==> src/rtl/i2cbs_pkg.sv <==
// ---------------------------------------------------------------------------
// i2cbs_pkg
// Types and codes for the I2C master bit sequencer.
// ---------------------------------------------------------------------------
package i2cbs_pkg;

    localparam int unsigned ACTION_W = 3;
    localparam int unsigned BYTE_W   = 8;
    localparam int unsigned PHASE_W  = 3;
    localparam int unsigned BIT_W    = 3;
    localparam int unsigned IN_W     = 16;
    localparam int unsigned OUT_W    = 16;

    localparam logic [BIT_W-1:0] BIT_MSB = 3'd7;
    localparam logic [BIT_W-1:0] BIT_LSB = 3'd0;

    typedef enum logic [ACTION_W-1:0] {
        ACT_NONE  = 3'd0,
        ACT_START = 3'd1,
        ACT_STOP  = 3'd2,
        ACT_WRITE = 3'd3,
        ACT_READ  = 3'd4,
        ACT_ACK   = 3'd5,
        ACT_RSV6  = 3'd6,
        ACT_RSV7  = 3'd7
    } t_action;

    typedef enum logic [5:0] {
        ST_IDLE  = 6'b000001,
        ST_START = 6'b000010,
        ST_STOP  = 6'b000100,
        ST_WRITE = 6'b001000,
        ST_READ  = 6'b010000,
        ST_ACK   = 6'b100000
    } t_cmd_state;

    localparam logic [PHASE_W-1:0] PH_0 = 3'd0;
    localparam logic [PHASE_W-1:0] PH_1 = 3'd1;
    localparam logic [PHASE_W-1:0] PH_2 = 3'd2;
    localparam logic [PHASE_W-1:0] PH_3 = 3'd3;
    localparam logic [PHASE_W-1:0] PH_4 = 3'd4;

    // one result beat, lowest field last in the packed order
    typedef struct packed {
        logic              ack_seen;
        logic [BYTE_W-1:0] read_byte;
        logic              done_res;
        logic              busy_res;
        logic              sda_level;
        logic              scl_level;
    } t_result;

    localparam int unsigned RES_W = $bits(t_result);

endpackage

==> src/rtl/i2c_master_bit_sequencer.sv <==
// ---------------------------------------------------------------------------
// i2c_master_bit_sequencer
// I2C master that steps SCL/SDA one bus phase per input beat.
// ---------------------------------------------------------------------------
// channel   dir  tdata (low bit up)                              tuser
// s_axis    in   write_byte[7:0] ack_to_send[8] sda_sample[9]    action[2:0]
// m_axis    out  scl[0] sda[1] busy[2] done[3] read_byte[11:4]   -
//                ack_seen[12]
//
// every input beat is one bus delay tick and gives exactly one result beat
// one beat is taken per cycle while s_axis is ready; the bus state update and the
// result are computed in the cycle of acceptance and land in the result register,
// or in the skid register behind it when a result waits; the skid register keeps
// s_axis ready while one result waits; s_axis stalls only when both are full
// reset (synchronous, active low) idles the sequencer with both lines released
// ---------------------------------------------------------------------------
module i2c_master_bit_sequencer
    import i2cbs_pkg::*;
(
    input  logic             i_clk,
    input  logic             i_rst_n,
    input  logic             i_s_axis_tvalid,
    output logic             o_s_axis_tready,
    input  logic [IN_W-1:0]  i_s_axis_tdata,   // write_byte, ack_to_send, sda_sample
    input  logic [2:0]       i_s_axis_tuser,   // action
    output logic             o_m_axis_tvalid,
    input  logic             i_m_axis_tready,
    output logic [OUT_W-1:0] o_m_axis_tdata    // scl, sda, busy, done, read_byte, ack_seen
);

    t_cmd_state          r_cmd, n_cmd;
    logic [PHASE_W-1:0]  r_phase, n_phase;
    logic [BIT_W-1:0]    r_bit_idx, n_bit_idx;
    logic [BYTE_W-1:0]   r_shift_out, n_shift_out;
    logic [BYTE_W-1:0]   r_shift_in, n_shift_in;
    logic                r_ack_latch, n_ack_latch;
    logic                r_scl, n_scl;
    logic                r_sda, n_sda;

    logic                r_out_valid, r_skd_valid;
    t_result             r_out, r_skd;

    t_action             in_action;
    logic [BYTE_W-1:0]   in_wbyte;
    logic                in_ack_bit;
    logic                in_sample;
    logic                acc, pop;

    t_cmd_state          eff_cmd;
    logic                scl_now, sda_now, finish;
    t_result             res;

    assign in_action  = t_action'(i_s_axis_tuser);
    assign in_wbyte   = i_s_axis_tdata[BYTE_W-1:0];
    assign in_ack_bit = i_s_axis_tdata[BYTE_W];
    assign in_sample  = i_s_axis_tdata[BYTE_W+1];

    assign o_s_axis_tready = !r_skd_valid;
    assign acc = i_s_axis_tvalid && o_s_axis_tready;
    assign pop = r_out_valid && i_m_axis_tready;

    always_comb begin
        eff_cmd     = r_cmd;
        n_phase     = r_phase;
        n_bit_idx   = r_bit_idx;
        n_shift_out = r_shift_out;
        n_shift_in  = r_shift_in;
        n_ack_latch = r_ack_latch;
        n_scl       = r_scl;
        n_sda       = r_sda;
        finish      = 1'b0;

        // command load, only while idle
        if (r_cmd == ST_IDLE) begin
            n_phase   = PH_0;
            n_bit_idx = BIT_MSB;
            unique case (in_action)
                ACT_START: eff_cmd = ST_START;
                ACT_STOP:  eff_cmd = ST_STOP;
                ACT_WRITE: begin
                    eff_cmd     = ST_WRITE;
                    n_shift_out = in_wbyte;
                end
                ACT_READ: begin
                    eff_cmd = ST_READ;
                    n_sda   = 1'b1;
                end
                ACT_ACK: begin
                    eff_cmd = ST_ACK;
                    n_sda   = in_ack_bit;
                end
                default: eff_cmd = ST_IDLE;
            endcase
        end

        scl_now = n_scl;
        sda_now = n_sda;

        unique case (eff_cmd)
            ST_START: begin
                if (n_phase == PH_0) begin
                    n_scl   = 1'b1;
                    n_sda   = 1'b1;
                    scl_now = 1'b1;
                    sda_now = 1'b1;
                    n_phase = PH_1;
                end else begin
                    sda_now = 1'b0;
                    n_sda   = 1'b0;
                    n_scl   = 1'b0;
                    finish  = 1'b1;
                end
            end
            ST_WRITE: begin
                unique case (n_phase)
                    PH_0: begin
                        n_sda   = n_shift_out[n_bit_idx];
                        sda_now = n_shift_out[n_bit_idx];
                        n_phase = PH_1;
                    end
                    PH_1: begin
                        scl_now = 1'b1;
                        n_scl   = 1'b0;
                        if (n_bit_idx == BIT_LSB) begin
                            n_phase = PH_2;
                        end else begin
                            n_bit_idx = n_bit_idx - 1'b1;
                            n_phase   = PH_0;
                        end
                    end
                    PH_2: begin
                        n_sda   = 1'b1;
                        sda_now = 1'b1;
                        n_phase = PH_3;
                    end
                    PH_3: begin
                        n_scl   = 1'b1;
                        scl_now = 1'b1;
                        n_phase = PH_4;
                    end
                    default: begin
                        // acknowledge slot sampled while scl is high
                        n_ack_latch = in_sample;
                        n_scl       = 1'b0;
                        finish      = 1'b1;
                    end
                endcase
            end
            ST_READ: begin
                if (n_phase == PH_0) begin
                    n_sda   = 1'b1;
                    sda_now = 1'b1;
                    n_phase = PH_1;
                end else begin
                    n_shift_in[n_bit_idx] = in_sample;
                    scl_now = 1'b1;
                    n_scl   = 1'b0;
                    if (n_bit_idx == BIT_LSB) begin
                        finish = 1'b1;
                    end else begin
                        n_bit_idx = n_bit_idx - 1'b1;
                        n_phase   = PH_0;
                    end
                end
            end
            ST_ACK: begin
                if (n_phase == PH_0) begin
                    n_phase = PH_1;
                end else begin
                    scl_now = 1'b1;
                    n_scl   = 1'b0;
                    finish  = 1'b1;
                end
            end
            ST_STOP: begin
                unique case (n_phase)
                    PH_0: begin
                        n_sda   = 1'b0;
                        n_scl   = 1'b0;
                        scl_now = 1'b0;
                        sda_now = 1'b0;
                        n_phase = PH_1;
                    end
                    PH_1: begin
                        n_scl   = 1'b1;
                        scl_now = 1'b1;
                        n_phase = PH_2;
                    end
                    default: begin
                        n_sda   = 1'b1;
                        sda_now = 1'b1;
                        finish  = 1'b1;
                    end
                endcase
            end
            default: ;
        endcase

        n_cmd = eff_cmd;
        if (finish) begin
            n_cmd     = ST_IDLE;
            n_phase   = PH_0;
            n_bit_idx = BIT_MSB;
        end

        res.scl_level = scl_now;
        res.sda_level = sda_now;
        res.busy_res  = (eff_cmd != ST_IDLE) && !finish;
        res.done_res  = finish;
        res.read_byte = n_shift_in;
        res.ack_seen  = n_ack_latch;
    end

    always_ff @(posedge i_clk) begin
        if (!i_rst_n) begin
            r_cmd       <= ST_IDLE;
            r_phase     <= PH_0;
            r_bit_idx   <= BIT_MSB;
            r_shift_out <= '0;
            r_shift_in  <= '0;
            r_ack_latch <= 1'b1;
            r_scl       <= 1'b1;
            r_sda       <= 1'b1;
        end else if (acc) begin
            r_cmd       <= n_cmd;
            r_phase     <= n_phase;
            r_bit_idx   <= n_bit_idx;
            r_shift_out <= n_shift_out;
            r_shift_in  <= n_shift_in;
            r_ack_latch <= n_ack_latch;
            r_scl       <= n_scl;
            r_sda       <= n_sda;
        end
    end

    // result register with a skid entry behind it
    always_ff @(posedge i_clk) begin
        if (!i_rst_n) begin
            r_out_valid <= 1'b0;
            r_skd_valid <= 1'b0;
        end else begin
            if (acc) begin
                if (!r_out_valid || pop) begin
                    r_out_valid <= 1'b1;
                end else begin
                    r_skd_valid <= 1'b1;
                end
            end else if (pop) begin
                r_out_valid <= r_skd_valid;
                r_skd_valid <= 1'b0;
            end
        end
    end

    always_ff @(posedge i_clk) begin
        if (acc) begin
            if (!r_out_valid || pop) begin
                r_out <= res;
            end else begin
                r_skd <= res;
            end
        end else if (pop && r_skd_valid) begin
            r_out <= r_skd;
        end
    end

    assign o_m_axis_tvalid = r_out_valid;
    assign o_m_axis_tdata  = {{(OUT_W-RES_W){1'b0}}, r_out};

`ifndef NO_ASSERTIONS
    a_skid_behind_out: assert property (@(posedge i_clk) disable iff (!i_rst_n)
        r_skd_valid |-> r_out_valid)
        else $error("skid entry held with empty result register");

    a_idle_rewound: assert property (@(posedge i_clk) disable iff (!i_rst_n)
        (r_cmd == ST_IDLE) |-> (r_phase == PH_0 && r_bit_idx == BIT_MSB))
        else $error("idle sequencer with phase or bit index not rewound");

    a_stall_to_skid: assert property (@(posedge i_clk) disable iff (!i_rst_n)
        (acc && r_out_valid && !i_m_axis_tready) |=> r_skd_valid)
        else $error("accepted beat lost while result stalled");

    a_done_not_busy: assert property (@(posedge i_clk) disable iff (!i_rst_n)
        acc |-> !(res.done_res && res.busy_res))
        else $error("busy and done in the same beat");

    a_done_idles: assert property (@(posedge i_clk) disable iff (!i_rst_n)
        (acc && res.done_res) |=> (r_cmd == ST_IDLE))
        else $error("command did not return to idle after done");
`endif

endmodule
==> config.mk <==
export PLATFORM = sky130hd
export DESIGN_NAME = i2c_master_bit_sequencer
export DESIGN_NICKNAME = d
export VERILOG_FILES = /design/src/rtl/i2cbs_pkg.sv /design/src/rtl/i2c_master_bit_sequencer.sv
export SDC_FILE = /design/constraint.sdc
export NUM_CORES = 1
export LEC_CHECK = 0
export BUFFER_PORTS_ARGS = -buffer_cell sky130_fd_sc_hd__clkbuf_2
export CAP_MARGIN = 40
export CORE_MARGIN = 1
export CORE_UTILIZATION = 44
export DETAILED_ROUTE_END_ITERATION = 12
export GPL_TIMING_DRIVEN = 0
export PLACE_DENSITY = 0.68
export SYNTH_ARGS = -nofsm -noshare
export SYNTH_HDL_FRONTEND = slang
export SYNTH_SLANG_ARGS = --single-unit
==> constraint.sdc <==
create_clock -name i_clk -period 3.2 [get_ports i_clk]
set_clock_uncertainty 0.05 [all_clocks]
set_input_delay 0.16 -clock i_clk [delete_from_list [all_inputs] [get_ports i_clk]]
set_output_delay 0.16 -clock i_clk [all_outputs]
set_load 0.03 [all_outputs]
==> flow_summary.ini <==
[status]
outcome = finished, final reports clean

[logic_synthesis]
ys_seq_elements = 59
ys_warn_count = 0
async_flop_share = 0
synth_edf_count = 26
ys.flop_type = dfxtp_1
synthTopCellsByArea = edfxtp_1 (23%), dfxtp_1 (20%), mux2i_1 (5.7%)
yosysMostFrequentCell = a21oi_1
ys_top_cells_by_count = a21oi_1 (37), dfxtp_1 (33), nor2_1 (31)
synth_cells = 360
synth.top_cell.area_share = 0.235
ys_seq_area_frac = 0.434
syn_area_per_cell_sq_um = 9.23
synth_area_leader_cell = edfxtp_1
synth.cell_area_sq_um = 3320
yosysUniqueCellTypes = 70

[cts]
clkSlewWorstSetupHoldPaths_ns = 0.07
htreeDepth = 3
numCtsBuffers = 9
clkLatencyLatePin_ns = 0.35
cts_tree = built
cts_buffer_depth = 2
cts.sinks = 59
postCtsSetupBuffers = 0
cts-root-buf = clkbuf_8

[sta]
setup_viol = 0
tightestPinTransition_ns = 0.758
worst_slack_ns = 0.320
fmax_mhz = 347
tns_ns = 0
rsz0062_at_grt = no
relSlewSlack = 0.491
final_max_slew_viol_count = 0
period_minus_slack_ns = 2.88
finalCritPeriodShare = 0.900
hold_viol_final = 0

[floorplan]
die_h_um = 88.9
core_sq_um = 7290
dieArea_sq_um = 7900
ios = 41
rows = 31
start_util = 0.456
dieWidth_um = 88.9

[run]
maxCapViolations = 0

[global_routing]
track_usage = 0.216
grt_max_degree = 14
antenna_found_initial = 0
grt_first_pass_wirelength_um = 12700
grt_pass1_vias = 2471
gr-total-overflow = 0

[pwr]
power_w = 0.00179
pwr_density_cell_nw_per_um2 = 471
power.leakage_nw = 1.48
ir_worst_vdd_mv = 0.275

[detailed_routing]
detail_route.first_pass.iterations = 5
drc = 0
drtIter0Drc = 245
dr_total_vias = 2904
drtAntennaViolNets = 0
vias_per_cell = 5.73
totalWireLength_um = 8040
wl_per_cell_um = 15.9

[placed_design]
dpl.cell_count = 491
detailed_place_hpwl_um = 5700
io_buffer_count = 29
place_ws_ns = -0.0857
gp_congestion = 0.897

[setup_path]
worstSetupPathType = register to register
cpLargestDelayFamily = simple AND/OR/NAND/NOR gates
r2r_start = r_cmd[5]
crit_path_start = r_cmd[5]
path_cells = nor4_4, buf_4, nand2_1, clkbuf_1, nand3_1, a2bb2oi_1, a211oi_1, nor4_2, a21oi_1
path_buf_inv = 2
startpoint_type = register
required_ns = 3.23
cpMaxStageDelayCell = dfxtp_1
critPathMaxFanout = 10
critPathCaptureType = register
worstPathArrival_ns = 2.91
slowest_delay_ns = 0.58

[cells_and_area]
fin_cells = 507
area_delta_synth_final_pct = 14.0
nNetsFinal = 427
nFillCells = 704
drive_gt1_frac = 0.184
diodes = 0

[hold_path]
hold_path_startpoint = i_s_axis_tdata[2]
hold_class = input pin to register
per-layer routing:
metal	vias up	global-route usage	wire, um
met4	0	0.0674	94
met2	99	0.331	3780
met1	1384	0.309	3790
met5	-	0	0
li1	1412	-	-
met3	9	0.0425	377
registers in the layout, indices dropped and copies added, names as in the netlist:
register / flops
r_phase: 3
r_shift_in: 8
r_bit_idx: 3
o_m_axis_tvalid: 1
r_cmd: 6
r_shift_out: 8
r_sda: 1
o_m_axis_tdata: 13
r_skd_valid: 1
r_ack_latch: 1
r_skd: 13
r_scl: 1
logic make-up (layout without fill, tap and decap cells):
kind of cell / count (synthesis) / count (layout) / share of synthesized area
flops: 59 / 59 / 0.434
xor+xnor: 1 / 1 / 0.00264
simple gates: 127 / 127 / 0.225
buf+inv: 44 / 90 / 0.0565
fa+ha+maj: 1 / 1 / 0.00376
mux: 23 / 23 / 0.0742
compound gates: 104 / 104 / 0.203
other cells: 1 / 3 / 0.00113
metrics by stage:
stage	hold slack, ns	instance area [sq um]	util
detailed placement	0.376	3610	0.495
global route	0.0401	3790	0.520
global placement	0.363	3600	0.494
floorplan	0.255	3330	-
finish	0.0264	3790	0.520
CTS	0.0231	3770	0.518
cells in the final DEF (no fill, tap or decap), types with 3 or more instances in the layout:
master	netlist	layout
a21boi_0	5	5
mux2i_1	19	19
conb_1	1	3
clkbuf_1	17	17
nand4_1	4	4
nand3_1	7	7
nand2_1	21	21
o21ai_1	3	3
nor2_1	31	31
buf_4	5	6
edfxtp_1	26	26
clkinvlp_4	0	3
nor3_1	8	8
o21ai_0	21	21
nor4_1	5	4
a21oi_1	37	37
o31ai_1	3	3
mux2_2	3	3
and3_1	3	3
a31oi_1	9	9
nor2b_1	15	15
clkbuf_2	1	30
dfxtp_1	33	33
inv_1	18	18
and2_1	3	3
clkbuf_8	0	9
nand2b_1	7	7
layout make-up:
cell class,count,area [sq um],area share
plain buffers,26,120,0.0317
clock buffers,9,124,0.0327
clock inverters,7,43.8,0.0116
inverters,18,67.6,0.0178
multi-input cells,259,1720,0.453
flip-flops and latches,59,1440,0.380
well taps,99,124,0.0327
repair buffers,30,153,0.0403
worst paths after layout:
path | endpoint | slack (ns) | depth (start not counted)
setup reg to reg | o_m_axis_tdata[1] | 0.32 | 9
hold reg to reg | r_shift_out[3] | 0.48 | 2
hold / removal | r_shift_out[2] | 0.03 | 3
setup / recovery | o_m_axis_tdata[1] | 0.32 | 9
worst min-delay path: stages:
cell,delay [ns]
clkbuf_2,0.08
mux2i_1,0.05
nor2b_1,0.09
power by group:
group | switching, W | internal [W] | leakage (nW)
clock network | 0.000322 | 0.000276 | 0.0767
registers | 0.0000195 | 0.000829 | 0.509
logic | 0.000227 | 0.000112 | 0.898
total | 0.000569 | 0.00122 | 1.48
what timing repair did:
item | in CTS | in global routing
gates resized for setup | 0 | 2
hold endpoints to repair | 0 | 0
hold buffers | 0 | 0
setup endpoints to repair | 0 | 1
(Power assumes the default switching activity.)
